## config.mk

```make
export PLATFORM = sky130hd
export DESIGN_NAME = header_signature_window_matcher_core
export DESIGN_NICKNAME = d
export VERILOG_FILES = /design/src/design/hswm_pkg.sv /design/src/design/header_signature_window_matcher_core.sv /design/src/design/hswm_sig_match.sv
export VERILOG_INCLUDE_DIRS = /design/src /design/src/design
export SDC_FILE = /design/constraint.sdc
export NUM_CORES = 1
export LEC_CHECK = 0
export BUFFER_PORTS_ARGS = -buffer_cell sky130_fd_sc_hd__buf_2
export CORE_MARGIN = 4
export CORE_UTILIZATION = 26
export DETAILED_ROUTE_END_ITERATION = 10
export GPL_TIMING_DRIVEN = 0
export PLACE_DENSITY = 0.48
export SYNTH_ARGS = -nofsm -noshare
export SYNTH_HDL_FRONTEND = slang
export SYNTH_SLANG_ARGS = --single-unit
```

## constraint.sdc

```tcl
create_clock -name clk_i -period 4.8 [get_ports clk_i]
set_clock_uncertainty 0.2 [all_clocks]
set_input_delay 0.48 -clock clk_i [delete_from_list [all_inputs] [get_ports clk_i]]
set_output_delay 0.48 -clock clk_i [all_outputs]
set_load 0.01 [all_outputs]
```

## src/design/header_signature_window_matcher_core_macros.svh

```systemverilog
// assertion macros for the header signature matcher core
`ifndef HEADER_SIGNATURE_WINDOW_MATCHER_CORE_MACROS_SVH
`define HEADER_SIGNATURE_WINDOW_MATCHER_CORE_MACROS_SVH

// check on every clock edge outside reset
`define HSWM_ASSERT(lbl, prop, msg) \
  lbl: assert property (@(posedge clk_i) disable iff (!rst_ni) (prop)) \
    else $error(msg);

// check on every clock edge, reset included
`define HSWM_ASSERT_ALWAYS(lbl, prop, msg) \
  lbl: assert property (@(posedge clk_i) (prop)) \
    else $error(msg);

`endif

```

## src/design/hswm_pkg.sv

```systemverilog
// package with constants, types and the signature table of the header matcher
`timescale 1ns / 1ps

package hswm_pkg;

  // number of header bytes that are examined
  localparam int unsigned HEADER_BYTES = 1024;
  localparam int unsigned POS_W        = $clog2(HEADER_BYTES + 1);
  localparam int unsigned HIST_LEN     = 11;
  localparam int unsigned SIG_COUNT    = 11;

  typedef logic [POS_W-1:0]           pos_t;
  typedef logic [HIST_LEN-1:0][7:0]   hist_t;
  typedef logic [SIG_COUNT-1:0]       sig_flags_t;

  // signature indexes, in table order
  localparam int unsigned S_LUKS = 0;
  localparam int unsigned S_FVE  = 1;
  localparam int unsigned S_ENCR = 2;
  localparam int unsigned S_PROT = 3;
  localparam int unsigned S_SB1  = 4;
  localparam int unsigned S_SB2  = 5;
  localparam int unsigned S_PCGM = 6;
  localparam int unsigned S_SGM  = 7;
  localparam int unsigned S_SGE  = 8;
  localparam int unsigned S_WMSD = 9;
  localparam int unsigned S_PGP  = 10;

  // result codes
  typedef enum logic [3:0] {
    CODE_NONE    = 4'd0,
    CODE_FVE     = 4'd1,
    CODE_LUKS    = 4'd2,
    CODE_ENCR    = 4'd3,
    CODE_PGP     = 4'd4,
    CODE_SB      = 4'd5,
    CODE_SGX     = 4'd6,
    CODE_PCGM    = 4'd7,
    CODE_PROT    = 4'd8,
    CODE_WMSD    = 4'd9
  } found_code_e;

  // check set selection
  localparam logic CHECK_VOLUME = 1'b0;
  localparam logic CHECK_DISK   = 1'b1;

  // signature lengths and allowed start offsets
  localparam int unsigned SIG_LEN [SIG_COUNT] = '{6, 8, 7, 7, 8, 8, 4, 6, 6, 4, 11};
  localparam int unsigned SIG_LO  [SIG_COUNT] = '{0, 0, 0, 80, 0, 0, 0, 110, 110, 236, 0};
  localparam int unsigned SIG_HI  [SIG_COUNT] = '{0, 16, 0, 100, 32, 32, 32, 150, 150, 256, 32};

  // signature bytes, first byte at index 0, unused tail zero
  localparam logic [7:0] SIG_BYTES [SIG_COUNT][HIST_LEN] = '{
    '{8'h4C, 8'h55, 8'h4B, 8'h53, 8'hBA, 8'hBE, 8'h00, 8'h00, 8'h00, 8'h00, 8'h00},
    '{8'h2D, 8'h46, 8'h56, 8'h45, 8'h2D, 8'h46, 8'h53, 8'h2D, 8'h00, 8'h00, 8'h00},
    '{8'h65, 8'h6E, 8'h63, 8'h72, 8'h64, 8'h73, 8'h61, 8'h00, 8'h00, 8'h00, 8'h00},
    '{8'h50, 8'h72, 8'h6F, 8'h74, 8'h65, 8'h63, 8'h74, 8'h00, 8'h00, 8'h00, 8'h00},
    '{8'h53, 8'h61, 8'h66, 8'h65, 8'h62, 8'h6F, 8'h6F, 8'h74, 8'h00, 8'h00, 8'h00},
    '{8'h53, 8'h61, 8'h66, 8'h65, 8'h42, 8'h6F, 8'h6F, 8'h74, 8'h00, 8'h00, 8'h00},
    '{8'h50, 8'h43, 8'h47, 8'h4D, 8'h00, 8'h00, 8'h00, 8'h00, 8'h00, 8'h00, 8'h00},
    '{8'h53, 8'h47, 8'h4D, 8'h34, 8'h30, 8'h30, 8'h00, 8'h00, 8'h00, 8'h00, 8'h00},
    '{8'h53, 8'h47, 8'h45, 8'h34, 8'h30, 8'h30, 8'h00, 8'h00, 8'h00, 8'h00, 8'h00},
    '{8'h57, 8'h4D, 8'h53, 8'h44, 8'h00, 8'h00, 8'h00, 8'h00, 8'h00, 8'h00, 8'h00},
    '{8'hEB, 8'h48, 8'h90, 8'h50, 8'h47, 8'h50, 8'h47, 8'h55, 8'h41, 8'h52, 8'h44}
  };

endpackage

```

## src/design/header_signature_window_matcher_core.sv

```systemverilog
// top level of the header signature window matcher
//
// Usage: header bytes of an image stream in on the slave channel, one byte
// per transaction in tdata, with tlast on the final byte of the header run.
// A new byte may follow every cycle while s_axis_tready is high.
// The byte history, byte counter and sticky match flags update in the cycle
// the byte is accepted, set by one compare stage over the eleven signatures.
// On a tlast transaction one result transaction waits on the master channel
// from the next cycle: the found code and the short flag. A result register
// sits between the two sides; a new byte is accepted while the result is
// empty or being taken in the same cycle, so a stalled receiver holds the
// slave side as soon as a result waits in the register.
// Bytes past the header length are accepted and dropped.
// The cfg channel writes the check set select (0 volume, 1 disk); it is
// always ready. The user must write it only while the block is idle;
// the block does not check this. Reset clears history, counter, flags, the
// check set and result valid bit; after each tlast stream state is reset.
`timescale 1ns / 1ps
`include "header_signature_window_matcher_core_macros.svh"

module header_signature_window_matcher_core (
  input  logic       clk_i,
  input  logic       rst_ni,
  // configuration write channel
  input  logic       cfg_valid_i,
  output logic       cfg_ready_o,
  input  logic       cfg_data_i,        // check_set
  // byte input stream
  input  logic       s_axis_tvalid,
  output logic       s_axis_tready,
  input  logic [7:0] s_axis_tdata,      // [7:0] data_byte
  input  logic       s_axis_tlast,      // last
  // result stream
  output logic       m_axis_tvalid,
  input  logic       m_axis_tready,
  output logic [7:0] m_axis_tdata       // [3:0] found_code, [4] header_short, [7:5] zero
);

  logic                   check_set_q;
  hswm_pkg::hist_t        hist_q, hist_d;
  hswm_pkg::pos_t         pos_q, pos_d, pos_upd;
  hswm_pkg::sig_flags_t   flags_q, flags_d, flags_upd, hit;
  logic                   out_valid_q, out_valid_d;
  hswm_pkg::found_code_e  out_code_q, out_code_d, code_sel;
  logic                   out_short_q, out_short_d;
  logic                   s_acc;
  logic                   active;
  hswm_pkg::hist_t        hist_new;

  // handshakes
  assign cfg_ready_o   = 1'b1;
  assign s_axis_tready = !out_valid_q || m_axis_tready;
  assign s_acc         = s_axis_tvalid && s_axis_tready;

  // history with the incoming byte shifted in
  assign active   = (pos_q < hswm_pkg::pos_t'(hswm_pkg::HEADER_BYTES));
  assign hist_new = {hist_q[hswm_pkg::HIST_LEN-2:0], s_axis_tdata};

  hswm_sig_match u_match (
    .hist_i   (hist_new),
    .pos_i    (pos_q),
    .active_i (active),
    .hit_o    (hit)
  );

  // stream state after this byte, before end of run clearing
  assign pos_upd   = active ? pos_q + hswm_pkg::pos_t'(1) : pos_q;
  assign flags_upd = flags_q | hit;

  // priority pick over the updated flags
  always_comb begin
    code_sel = hswm_pkg::CODE_NONE;
    if (check_set_q == hswm_pkg::CHECK_VOLUME) begin
      if (flags_upd[hswm_pkg::S_FVE])       code_sel = hswm_pkg::CODE_FVE;
      else if (flags_upd[hswm_pkg::S_LUKS]) code_sel = hswm_pkg::CODE_LUKS;
      else if (flags_upd[hswm_pkg::S_ENCR]) code_sel = hswm_pkg::CODE_ENCR;
    end else begin
      if (flags_upd[hswm_pkg::S_PGP]) begin
        code_sel = hswm_pkg::CODE_PGP;
      end else if (flags_upd[hswm_pkg::S_SB1] || flags_upd[hswm_pkg::S_SB2]) begin
        code_sel = hswm_pkg::CODE_SB;
      end else if (flags_upd[hswm_pkg::S_SGM] || flags_upd[hswm_pkg::S_SGE]) begin
        code_sel = hswm_pkg::CODE_SGX;
      end else if (flags_upd[hswm_pkg::S_PCGM]) begin
        code_sel = hswm_pkg::CODE_PCGM;
      end else if (flags_upd[hswm_pkg::S_PROT]) begin
        code_sel = hswm_pkg::CODE_PROT;
      end else if (flags_upd[hswm_pkg::S_WMSD]) begin
        code_sel = hswm_pkg::CODE_WMSD;
      end
    end
  end

  // next stream state
  always_comb begin
    hist_d  = hist_q;
    pos_d   = pos_q;
    flags_d = flags_q;
    if (s_acc) begin
      if (s_axis_tlast) begin
        hist_d  = '0;
        pos_d   = '0;
        flags_d = '0;
      end else begin
        if (active) begin
          hist_d = hist_new;
        end
        pos_d   = pos_upd;
        flags_d = flags_upd;
      end
    end
  end

  // result register
  always_comb begin
    out_valid_d = out_valid_q;
    out_code_d  = out_code_q;
    out_short_d = out_short_q;
    if (out_valid_q && m_axis_tready) begin
      out_valid_d = 1'b0;
    end
    if (s_acc && s_axis_tlast) begin
      out_valid_d = 1'b1;
      out_short_d = (pos_upd < hswm_pkg::pos_t'(hswm_pkg::HEADER_BYTES));
      out_code_d  = out_short_d ? hswm_pkg::CODE_NONE : code_sel;
    end
  end

  // control and stream state registers
  always_ff @(posedge clk_i or negedge rst_ni) begin
    if (!rst_ni) begin
      check_set_q <= hswm_pkg::CHECK_VOLUME;
      hist_q      <= '0;
      pos_q       <= '0;
      flags_q     <= '0;
      out_valid_q <= 1'b0;
    end else begin
      if (cfg_valid_i && cfg_ready_o) begin
        check_set_q <= cfg_data_i;
      end
      hist_q      <= hist_d;
      pos_q       <= pos_d;
      flags_q     <= flags_d;
      out_valid_q <= out_valid_d;
    end
  end

  // result payload
  always_ff @(posedge clk_i) begin
    out_code_q  <= out_code_d;
    out_short_q <= out_short_d;
  end

  assign m_axis_tvalid = out_valid_q;
  assign m_axis_tdata  = {3'b000, out_short_q, out_code_q};

  // assertions
  `HSWM_ASSERT(a_pos_bound, pos_q <= hswm_pkg::pos_t'(hswm_pkg::HEADER_BYTES), "byte counter past header length")
  `HSWM_ASSERT(a_short_none, (out_valid_q && out_short_q) |-> (out_code_q == hswm_pkg::CODE_NONE), "short header with a found code")
  `HSWM_ASSERT(a_clear_after_last, (s_acc && s_axis_tlast) |=> (pos_q == '0 && flags_q == '0 && out_valid_q), "stream state not cleared after last byte")
  `HSWM_ASSERT(a_flags_need_bytes, (flags_q != '0) |-> (pos_q != '0), "match flag set with no bytes counted")

endmodule

```

## src/design/hswm_sig_match.sv

```systemverilog
// signature compare against the updated byte history, with start window checks
`timescale 1ns / 1ps

module hswm_sig_match (
  input  hswm_pkg::hist_t      hist_i,   // history including the new byte, entry 0 newest
  input  hswm_pkg::pos_t       pos_i,    // offset of the new byte
  input  logic                 active_i, // new byte lies inside the header
  output hswm_pkg::sig_flags_t hit_o
);

  // one compare per signature; the signature ends at the new byte, so its
  // start lies in [lo, hi] exactly when pos is in [lo + len - 1, hi + len - 1]
  always_comb begin
    logic eq;
    logic win;
    for (int i = 0; i < hswm_pkg::SIG_COUNT; i++) begin
      eq = 1'b1;
      for (int j = 0; j < hswm_pkg::HIST_LEN; j++) begin
        if (j < hswm_pkg::SIG_LEN[i]) begin
          eq = eq & (hist_i[j] == hswm_pkg::SIG_BYTES[i][hswm_pkg::SIG_LEN[i] - 1 - j]);
        end
      end
      win = (pos_i >= hswm_pkg::pos_t'(hswm_pkg::SIG_LO[i] + hswm_pkg::SIG_LEN[i] - 1)) &&
            (pos_i <= hswm_pkg::pos_t'(hswm_pkg::SIG_HI[i] + hswm_pkg::SIG_LEN[i] - 1));
      hit_o[i] = active_i & win & eq;
    end
  end

endmodule
```

* Yosys cells after proc, flatten, opt, wreduce, memory -nomap -nowiden *
Cells that the tools add are included.
Widths: inputs -> output; s select.

word-level totals
  bits in registers = 109
  bits of input ports = 15
  output and inout port bits = 11
  logic and storage cells = 212

operators by class
  $add $sub $neg = 1
  order comparisons = 19
  equal/unequal tests = 59
  mux-type cells = 17
  bitwise gates (word level) = 81
  reductions and logical operators = 19

operators by type and width
  cell                   count
  $eq 8x7->1 const B     49
  $mux 80                2
  $and 1x1->1            80
  $eq 8x6->1 const B     6
  $ge 11x3->1 const B    3
  $le 11x6->1 const B    3
  $mux 11                3
  $eq 8x8->1 const B     4
  $mux 4                 8
  $ge 11x7->1 const B    2
  $le 11x3->1 const B    2
  $lt 11x11->1 const B   2
  $logic_and 1x1->1      12
  $add 11x1->11 const B  1
  $ge 11x2->1 const B    1
  $ge 11x4->1 const B    1
  $ge 11x8->1 const B    1
  $le 11x5->1 const B    1
  $le 11x7->1 const B    1
  $le 11x8->1 const B    1
  $le 11x9->1 const B    1
  $or 11x11->11          1
  $mux 2                 2
  $reduce_bool 2->1      2
  other kinds (4)        7

* Depth between registers and ports, before layout *
Gate-level depths: netlist of run 1.

  depth after elaboration = 20
  gate-level depth with buffers = 9
  gate-level depth less buffers = 8

* Hierarchy *
A second synthesis of run 1 with hierarchy kept.

unflattened totals
  cell total of the unflattened synthesis = 486
  area total of the unflattened synthesis = 5387.7 um^2

modules (own cells, without submodules)
  module                                instances  cells an instance  area an instance (um^2)  sequential area each (um^2)
  header_signature_window_matcher_core  1          323                4291.6                   2752.6
  hswm_sig_match                        1          163                1096.1                   0.0

* Least setup slack after synthesis of run 1 *
OpenSTA, ideal clock, no wires.

  path type = reg2reg
  start point = reg pos_q[4]
  end point = reg out_code_q[0] (data pin)
  library setup time = 0.258 ns
  data arrival time = 1.750 ns
  data required time = 4.342 ns
  slack = 2.592 ns
  cell stages (with the launch flop) = 9
  path buffers = 1
  clock period less this slack = 2.208 ns
  cells stage by stage = dfrtp_1 -> buf_4 -> nor2_1 -> or4_1 -> nor4_2 -> a31oi_1 -> a2111o_1 -> nand3_2 -> a21boi_2

between the ends
  cells in the longest elaborated chain, start to end = 12
  elaborated cells on any way between the ends = 63
  those cells by class = 1 x add/sub; 19 x order compare; 11 x mux; 21 x bitwise; 11 x reduce/logical

RTL lines
  item                                        line                                         text
  start, declared                             header_signature_window_matcher_core.sv:41   hswm_pkg::pos_t pos_q, pos_d, pos_upd;
  start signal, assigned                      header_signature_window_matcher_core.sv:142  pos_q <= pos_d;
  $ge 11x8->1 or $le 11x9->1 (tied branches)  hswm_sig_match.sv:23, hswm_sig_match.sv:24
  $logic_and 1x1->1                           hswm_sig_match.sv:23                         win = (pos_i >= hswm_pkg::pos_t'(hswm_pkg::SIG_LO[i] + hswm_pkg::SIG_LEN[i] - 1)) &&
  $and 1x1->1 (2 in series)                   hswm_sig_match.sv:25                         hit_o[i] = active_i & win & eq;
  $or 11x11->11                               header_signature_window_matcher_core.sv:68   assign flags_upd = flags_q | hit;
  $mux 4                                      header_signature_window_matcher_core.sv:88   end else if (flags_upd[hswm_pkg::S_WMSD]) begin
  $mux 4                                      header_signature_window_matcher_core.sv:86   end else if (flags_upd[hswm_pkg::S_PROT]) begin
  $mux 4                                      header_signature_window_matcher_core.sv:84   end else if (flags_upd[hswm_pkg::S_PCGM]) begin
  $mux 4                                      header_signature_window_matcher_core.sv:82   end else if (flags_upd[hswm_pkg::S_SGM] || flags_upd[hswm_pkg::S_SGE]) begin
  $mux 4                                      header_signature_window_matcher_core.sv:80   end else if (flags_upd[hswm_pkg::S_SB1] || flags_upd[hswm_pkg::S_SB2]) begin
  $mux 4                                      header_signature_window_matcher_core.sv:78   if (flags_upd[hswm_pkg::S_PGP]) begin
  $mux 4                                      header_signature_window_matcher_core.sv:73   if (check_set_q == hswm_pkg::CHECK_VOLUME) begin
  end signal, assigned                        header_signature_window_matcher_core.sv:150  out_code_q <= out_code_d;
  end, declared                               header_signature_window_matcher_core.sv:44   hswm_pkg::found_code_e out_code_q, out_code_d, code_sel;

Parallel ways exist; a longest one is shown, timed or not.
A chain may end at the register's enable or synchronous reset.

* Worst setup path after layout of run 1 *
  start point = reg hist_q (netlist bit hist_new[25])
  end point = reg out_code_q[0] (data pin)

between the ends
  cells in the longest elaborated chain, start to end = 13
  elaborated cells on any way between the ends = 77
  those cells by class = 11 x eq/ne; 10 x mux; 54 x bitwise; 2 x reduce/logical

RTL lines
  item                                     line                                                                                    text
  start, declared                          header_signature_window_matcher_core.sv:40                                              hswm_pkg::hist_t hist_q, hist_d;
  start signal, assigned                   header_signature_window_matcher_core.sv:141                                             hist_q <= hist_d;
  $eq 8x7->1                               hswm_sig_match.sv:20                                                                    eq = eq & (hist_i[j] == hswm_pkg::SIG_BYTES[i][hswm_pkg::SIG_LEN[i] - 1 - j]);
  $and 1x1->1 (4 in series)                hswm_sig_match.sv:20
  $and 1x1->1 (on tied branches)           hswm_sig_match.sv:25, hswm_sig_match.sv:20
  $or 11x11->11 (*)                        header_signature_window_matcher_core.sv:68
  $mux 4 or $and 1x1->1 (tied branches)    header_signature_window_matcher_core.sv:86, hswm_sig_match.sv:20
  $mux 4 or $and 1x1->1 (tied branches)    header_signature_window_matcher_core.sv:84, hswm_sig_match.sv:20
  $mux 4 or $and 1x1->1 (tied branches)    header_signature_window_matcher_core.sv:82, hswm_sig_match.sv:25
  $mux 4 or $or 11x11->11 (tied branches)  header_signature_window_matcher_core.sv:80, header_signature_window_matcher_core.sv:68
  $mux 4                                   header_signature_window_matcher_core.sv:78
  $mux 4 (*)                               header_signature_window_matcher_core.sv:73

Mark *: on every way between the ends. The rest lies on a longest branch, timed or not.

==> results.txt, run 1 <==
The run finished with clean final reports. The via total after detailed routing is between 4000 and 5000. Synthesis instantiated between 50 and 60 different standard cells from the library. The number of antenna violations at the first check in global routing came out at 0. The netlist area before placement came out at approximately 5300 µm². Dividing the detail-routed via count by the number of cells gives 5.401. The worst hold slack is 0.1075 ns. The setup check on the worst reg-to-reg path leaves a slack of approximately 1.9 ns.

The switching power as a share of total power came out at between 20% and 30%. Setup violations remaining at the end of the flow were counted as 0. The number of antenna diodes is 0.

Among all stages on the critical path, the largest delay is contributed by sky130_fd_sc_hd__nor4_1. The critical path runs through a total of 7 cells. Counting flops with an async set or reset pin after synthesis yields a share of a little over nine tenths. The power density over the cells is between 300 and 400 nW/µm².

The critical path capture point type is a flip-flop. The worst reg2reg path endpoint is out_code_q[0]. The clock tree root driver cell is sky130_fd_sc_hd__clkbuf_16.

Counting both buffers and inverters, the worst setup path holds a total of 0. The wire length of the first global-routing pass came out at around 27000 µm. The post-layout minimum cycle time is 2.930 ns.

Counting flops and latches in the post-synthesis netlist gives 109. The worst setup path startpoint is hist_new[25]. The post-cts repair resize count is 0. The maximum vdd drop is 0.1674 mV. The die is roughly 150 µm wide.

In this run the critical register-to-register path is launched from hist_new[25]. The maximum number of pins on one net before global-route repair came out at 68. The combinational share of power came out at between 10% and 20%. The worst setup path is launched from a flip-flop. The placement-stage cell area is slightly below 6000 µm². The die outline area came out at 22840 µm². The final standard cell count with taps included and fillers excluded is a little over 800. The number of cells traversed by the worst register-to-register path is 7. The CTS H-tree depth came out at 3. Summed over all instances, the cell type with the most area after synthesis is sky130_fd_sc_hd__dfrtp_1. The worst-skew pair later-pin latency is ~0.36 ns. The starting density of the core is roughly a quarter. Max-cap violations in this run came to 0. The mean routed wirelength per cell is about 21 µm. The weighted congestion at the end of routability-driven global placement came out at about 0.89.

Timing would allow up to 0.3413 GHz. The post-route clock period utilization is between 60% and 70%. Measured on the finished design, the core utilization comes to a little under a third. The capture point of the worst path is out_code_q[0]. The synthesized area per cell is about 11 µm².

The count of buffers from port buffering is 21. The arrival time reported for the critical path endpoint is ~2.9 ns. The actual slew at the worst max-slew pin is ~0.68 ns.

The clock-pin transition on the worst setup and hold timing paths came out at around 0.07 ns. The signed area change from the synthesized netlist to the final layout came out at 14.59%. TritonCTS built the clock tree. The count of pins over their slew limit is 0. The required time reported for the critical path endpoint came out at roughly 4.7 ns. The final layout net count is about 550. For this run, the register share of the synthesized area comes to 51.68%. The post-route netlist has ~11% of its cells at a drive strength greater than 1. The top cell family by delay on the critical path is compound AO/OA/AOI/OAI gates.

For this block, the initial DRC count from the detailed router was around 480. The area of the placeable core is 20170 µm². The post-detailed-route DRC marker count is 0. The synthesized netlist cell count came out at 495. Setup repair after global routing left no endpoint under its margin. The critical path is of the flip-flop to flip-flop type. The number of clock buffers inserted by TritonCTS came out at 9. The final wirelength came out at approximately 17000 µm.

The number of nets with antenna violations after detailed routing came out at 0. The via count of the first global-routing pass came out at between 4000 and 5000. The internal power of the cells totals 1.390 mW. The signal on the critical path passes through nor4_1 -> nand2_1 -> a311oi_1 -> a31oi_1 -> a2111o_1 -> nand3_2 -> a21boi_2.

The I/O pin count came out at 26. The overflow left after global routing came out at 0. After routing the design area is 6103 µm².

The total number of placement rows came out at 52. The instance count after placement with tap cells included came out at 789. The final number of hold-violating endpoints is 0. The detailed placer's ending HPWL is roughly 12000 µm.

From bottom edge to top edge, the die measures 151.1 µm. The share of power burned in the clock network is between 30% and 40%. The switching power total is between 0.5 and 0.6 mW.

The number of sinks handled by clock tree synthesis is about 110. The class of the worst hold path is input port to flip-flop. The buffer levels on the longest clock path came out at 2.

For this run, the total global-route usage over all layers was measured as between 15 and 20%. The sequential cell fraction of total power came out at ~52%. Yosys printed 0 warnings.

The pre-antenna-repair detailed-routing pass consisted of 6 iterations. The total negative setup slack is 0 ns. The worst slew slack as a fraction of its limit is a little over half. The leakage power total is about 2.6 nW. The proportion of netlist area held by the largest area contributor is around half. Ranked by total cell area, the synthesized netlist is headed by sky130_fd_sc_hd__dfrtp_1 (49%), sky130_fd_sc_hd__a22o_1 (13%), sky130_fd_sc_hd__edfxtp_1 (2.8%). The worst stage delay on the critical path came out at 0.65 ns.

The number of enable flip-flop cells after synthesis came out at 5. Among all flip-flop cells after synthesis, the most frequent one is sky130_fd_sc_hd__dfrtp_1. Of all nets on the critical path, the largest fanout is 7.
## state kept, by name, summed over array words and instances (netlist names)
| register | cells |
|---|---|
| hist_new | 80 |
| out_short_q | 1 |
| flags_q | 11 |
| pos_q | 11 |
| out_code_q | 4 |
| m_axis_tvalid | 1 |
| check_set_q | 1 |
## cell usage after synthesis, types with 4 or more instances
cell type and n:
sky130_fd_sc_hd__o21ai_0 21, sky130_fd_sc_hd__a31oi_1 7, sky130_fd_sc_hd__buf_4 8, sky130_fd_sc_hd__o21a_1 4, sky130_fd_sc_hd__o31ai_1 5, sky130_fd_sc_hd__inv_1 11, sky130_fd_sc_hd__nor2_1 29, sky130_fd_sc_hd__nand4b_1 4
sky130_fd_sc_hd__nand2_1 27, sky130_fd_sc_hd__nor4_1 12, sky130_fd_sc_hd__nor2b_1 6, sky130_fd_sc_hd__buf_1 5, sky130_fd_sc_hd__nor4b_1 11, sky130_fd_sc_hd__dfrtp_1 104, sky130_fd_sc_hd__nor3_1 13, sky130_fd_sc_hd__nand4_1 18
sky130_fd_sc_hd__and3b_1 4, sky130_fd_sc_hd__nor4bb_1 10, sky130_fd_sc_hd__a211oi_1 4, sky130_fd_sc_hd__a21oi_1 5, sky130_fd_sc_hd__a22o_1 80, sky130_fd_sc_hd__and3_1 5, sky130_fd_sc_hd__nor3b_1 6, sky130_fd_sc_hd__nand3_1 23
sky130_fd_sc_hd__and4b_1 5, sky130_fd_sc_hd__edfxtp_1 5, sky130_fd_sc_hd__clkbuf_1 19
## worst reg2reg max path: stages (launching register included)
cell	delay [ns]
sky130_fd_sc_hd__dfrtp_1	0.49
sky130_fd_sc_hd__nor4_1	0.65
sky130_fd_sc_hd__nand2_1	0.11
sky130_fd_sc_hd__a311oi_1	0.40
sky130_fd_sc_hd__a31oi_1	0.23
sky130_fd_sc_hd__a2111o_1	0.46
sky130_fd_sc_hd__nand3_2	0.09
sky130_fd_sc_hd__a21boi_2	0.05
## layer usage
| metal | global-route usage [%] | vias up | share of wire (%) |
|---|---|---|---|
| met5 | 0 | - | 0 |
| met4 | 3.626 | 0 | 1.7 |
| met3 | 3.561 | 21 | 5.9 |
| met2 | 23.60 | 140 | 45 |
| met1 | 22.46 | 2191 | 47 |
| li1 | - | 2001 | - |
## stage by stage
step	power (mW)	setup WS (ns)
floorplan	1.117	2.592
global placement	1.212	1.864
detailed placement	1.216	1.950
CTS	1.949	1.960
global route	2.012	1.823
finish	1.921	1.870
## kinds of logic (layout without fill, tap and decap cells)
| kind of cell | after synthesis | in the layout | share of synthesized area [%] |
|---|---|---|---|
| AND/OR/NAND/NOR | 193 | 193 | 22.41 |
| buffers and inverters | 47 | 86 | 4.087 |
| other | 2 | 4 | 0.1410 |
| adder cells (fa/ha/maj) | 2 | 2 | 0.4697 |
| AO/OA/AOI/OAI | 142 | 142 | 21.21 |
| flip-flops | 109 | 109 | 51.68 |
## worst min path at each step
stage	from	endpoint	cells past startpoint
finish	cfg_valid_i	check_set_q	2
global route	cfg_valid_i	check_set_q	2
CTS	cfg_valid_i	check_set_q	2
detailed placement	flags_q[7]	flags_q[7]	1
global placement	flags_q[7]	flags_q[7]	1
floorplan	rst_ni	check_set_q	0
## area by class of cell
cell class	instances	area [µm²]
multi-input combinational	341	2364
buffer	36	176.4
sequential	109	2753
fill	2114	14070
inverter	11	41.29
clock buffer	10	239.0
tap	270	337.8
timing repair buffer	23	145.1
clock inverter	6	47.55
## cells in the final DEF, fill, tap and decap left out, drive strengths merged, types with 7 or more instances in the layout
cell | netlist | final
dfrtp | 104 | 104
a22o | 80 | 80
buf | 17 | 39
nor2 | 29 | 29
clkbuf | 19 | 29
nand2 | 27 | 27
nand3 | 24 | 24
o21ai | 21 | 21
nand4 | 18 | 18
nor3 | 16 | 16
nor4 | 14 | 14
inv | 11 | 12
nor4b | 12 | 12
nor4bb | 10 | 10
a31oi | 7 | 7
## power by group through the flow
stage | sequential, mW | clock (mW) | combinational, mW
finish | 1.00 | 0.722 | 0.195
global route | 1.01 | 0.784 | 0.217
CTS | 1.00 | 0.749 | 0.196
detailed placement | 1.02 | 0 | 0.194
global placement | 1.02 | 0 | 0.189
floorplan | 1.00 | 0 | 0.115
## timing repair
| action | in CTS | in global routing |
|---|---|---|
| hold buffers | 1 | 0 |
| buffers inserted | 0 | 0 |
| endpoints found under the hold margin | 37 | 0 |
(Power assumes the default switching activity.)
==> inputs of run 2 (changes only) <==
==> constraint.sdc (replaced) <==
create_clock -name clk_i -period 2.8 [get_ports clk_i]
set_clock_uncertainty 0.2 [all_clocks]
set_input_delay 0.28 -clock clk_i [delete_from_list [all_inputs] [get_ports clk_i]]
set_output_delay 0.28 -clock clk_i [all_outputs]
set_load 0.01 [all_outputs]
==> results.txt, run 2 (synthesized netlist as in run 1, its figures left out) <==
The share of power burned in the clock network was 37.5% (about the same). The number of nets with antenna violations after detailed routing is 0 (unchanged). The number of antenna diodes is 0 (unchanged). The highest attainable clock frequency came out at 0.3732 GHz (+9.4%). The clock-pin transition on the worst setup and hold timing paths came out at 0.08 ns (about the same).

The number of clock buffers inserted by TritonCTS came to 9 (unchanged). The power density over the cells is 533.8 nW/µm² (+70%). The most common cell after layout, fill and taps aside is sky130_fd_sc_hd__dfrtp_1. The internal power came out at 2.393 mW (+72%). The worst slew slack as a fraction of its limit is 53.34% (-0.94 points).

The overflow left after global routing is 0 (unchanged). The total power after layout is 3.311 mW (+72%). The total negative setup slack came out at 0 ns (unchanged). The worst hold slack was 0.03070 ns (-0.07677 ns).

The horizontal die dimension came out at 151.1 µm (unchanged). The flow ran to the end, and the final reports show no timing, DRC or antenna violations. The via count of the first global-routing pass was 4415 (+0.23%). The final layout net count is 553 (+0.91%). The leakage power total came out at 2.635 nW (+1.4%). The number of detailed-routing iterations run before antenna repair is 5 (-1). STA classifies the critical path startpoint as a flip-flop. The number of flip-flops in the largest register is 80 (unchanged). The number of sinks handled by clock tree synthesis is 109 (unchanged).

The wire length of the first global-routing pass came to 26940 µm (+0.20%). The post-detailed-route DRC marker count came out at 0 (unchanged). The final standard cell count with taps included and fillers excluded came to 811 (+0.62%). On the critical path the largest part of the delay comes from simple AND/OR/NAND/NOR gates. The total of fill cells in the finished design is 2103 (-0.52%). The number of buffers inserted by post-CTS setup repair is 0 (unchanged). The via count normalized by instance count is 5.393 (-0.14%). The actual slew at the worst max-slew pin is 0.6999 ns (+0.02031 ns).

The setup-violating endpoint count in the final report came out at 0 (unchanged). The critical path capture point type is a flip-flop. The starting density of the core came out at 26.41% (unchanged). The via total after detailed routing is 4374 (+0.48%). The worst reg2reg path endpoint is out_code_q[1]. The signed area change from the synthesized netlist to the final layout came out at 16.44%. The overall routing resource usage was 15.54% (+0.025 points). The total of max-cap violations is 0 (unchanged). The count of buffers from port buffering came out at 21 (unchanged). The buffer levels on the longest clock path came out at 2 (unchanged). The final wirelength came out at 16720 µm (about the same).

The worst setup path is of the flip-flop to flip-flop kind. The peak fanout along the critical path is 6 (-1). The worst stage delay on the critical path is 0.56 ns (-0.09 ns). The placement-stage cell area was 5807 µm² (unchanged). The post-layout minimum cycle time came to 2.680 ns (-0.2508 ns). The mean routed wirelength per cell came out at 20.61 µm (-0.53%).

The number of antenna violations at the first check in global routing is 0 (unchanged). The switching power total came to 0.9180 mW (+73%). The multi-input combinational cell area came out at 2410 µm² (+2.0%).

The arrival time reported for the critical path endpoint is 2.56 ns (-0.29 ns). The required time reported for the critical path endpoint was 2.68 ns (-2.04 ns). The clock tree root driver cell is sky130_fd_sc_hd__clkbuf_16.

The internal reg-to-reg setup slack is 0.12 ns (-1.75 ns). The worst hold path belongs to the class input port to flip-flop. The number of design-rule violations left by the first detailed-router iteration came to 506 (+6.1%). The combinational share of power came to 10.4% (+0.3 points). The weighted congestion at the end of routability-driven global placement came out at 0.8923 (unchanged). The I/O pin count came out at 26 (unchanged). The CTS H-tree depth came out at 3 (unchanged).

The worst hold path depth is 3 (+1). The post-route cell area is 6202 µm² (+1.6%). The area taken by flip-flops and latches was 2753 µm² (unchanged). The worst hold path begins at m_axis_tready. The die outline area came out at 22840 µm² (unchanged).

In the layout the commonest cells are sky130_fd_sc_hd__dfrtp_1 (104), sky130_fd_sc_hd__a22o_1 (80), sky130_fd_sc_hd__nor2_1 (29). Tracing the worst setup path back leads to its startpoint at hist_new[13]. The final number of hold-violating endpoints came to 0 (unchanged). The worst register-to-register path begins at hist_new[13].

The CTS tree is built. The height of the die was 151.1 µm (unchanged). The share of post-route cells with drive strength above 1 came to 12.94% (+1.6 points). For this design, the slowest cell found on the critical path is sky130_fd_sc_hd__nor3b_1.

The post-route clock period utilization is 95.70% (+35 points). The total number of placement rows came to 52 (unchanged). The area of the placeable core came to 20170 µm² (unchanged). The path with the worst hold slack has its endpoint at m_axis_tvalid. The sequential cell fraction of total power is 52.1% (-0.2 points). Traced cell by cell, the critical path runs through nor3b_1 -> nand3_1 -> nor3_1 -> a31oi_1 -> and3_1 -> nand3b_1 -> a21oi_1.

The instance count after placement with tap cells included came out at 789 (unchanged). The maximum number of pins on one net before global-route repair was 68 (unchanged). The switching power as a share of total power came out at 27.73% (+0.075 points).

The detailed placer's ending HPWL came out at 12450 µm (unchanged). The count of pins over their slew limit is 0 (unchanged). The maximum vdd drop is 0.2866 mV (+71%). The number of buffers and inverters on the critical path is 0 (unchanged). Setup repair after global routing left no endpoint under its margin.

The number of cells traversed by the worst register-to-register path is 7 (unchanged). The worst-skew pair later-pin latency came out at 0.36 ns (about the same).
==> run 2: worst reg2reg max path, stage by stage, from the launching register on <==
cell	delay, ns
sky130_fd_sc_hd__dfrtp_1	0.44
sky130_fd_sc_hd__nor3b_1	0.56
sky130_fd_sc_hd__nand3_1	0.20
sky130_fd_sc_hd__nor3_1	0.39
sky130_fd_sc_hd__a31oi_1	0.21
sky130_fd_sc_hd__and3_1	0.25
sky130_fd_sc_hd__nand3b_1	0.09
sky130_fd_sc_hd__a21oi_1	0.07
==> run 2: cell type report <==
type / count / area share, %
Sequential cell: 109 / 44.38
Multi-Input combinational cell: 341 / 38.85
Tap cell: 270 / 5.447
Clock buffer: 10 / 3.853
Timing Repair Buffer: 28 / 3.147
Buffer: 36 / 2.885
Clock inverter: 6 / 0.7666
Inverter: 11 / 0.6657
==> run 2: routing by layer <==
layer,vias to the layer above,wire length (µm),global-route usage [%]
met5,-,0,0
met4,0,252,3.626
met2,119,7629,23.64
li1,2008,-,-
met1,2226,8047,22.50
met3,21,787,3.561
==> run 2: how the worst max path moves through the flow <==
stage,end,slack (ns),cells past startpoint
2_1_floorplan,out_code_q[0],0.59,8
3_3_place_gp,out_code_q[0],-0.04,7
3_5_place_dp,out_code_q[0],-0.03,7
4_1_cts,pos_q[7],0.005,7
5_1_grt,out_code_q[1],0.008,7
6_report,out_code_q[1],0.12,7
==> run 2: timing repair <==
| item | CTS | global route |
|---|---|---|
| endpoints found under the setup margin | 1 | 24 |
| pin swaps | 0 | 0 |
| endpoints found under the hold margin | 41 | 0 |
| gates cloned | 0 | 0 |
| resized for setup | 1 | 9 |
| hold buffers | 6 | 0 |
==> run 2: power groups by stage <==
stage | sequential (mW) | combinational [mW] | clock, mW
finish | 1.72 | 0.345 | 1.24
floorplan | 1.72 | 0.197 | 0
detailed placement | 1.75 | 0.332 | 0
global placement | 1.75 | 0.325 | 0
CTS | 1.72 | 0.343 | 1.28
global route | 1.74 | 0.384 | 1.34
==> run 2: per-stage QoR <==
step	setup slack (ns)	util, %
floorplan	0.5922	-
global placement	-0.03964	28.64
detailed placement	-0.02510	28.79
CTS	0.004503	30.54
global route	0.008241	30.75
finish	0.1204	30.75
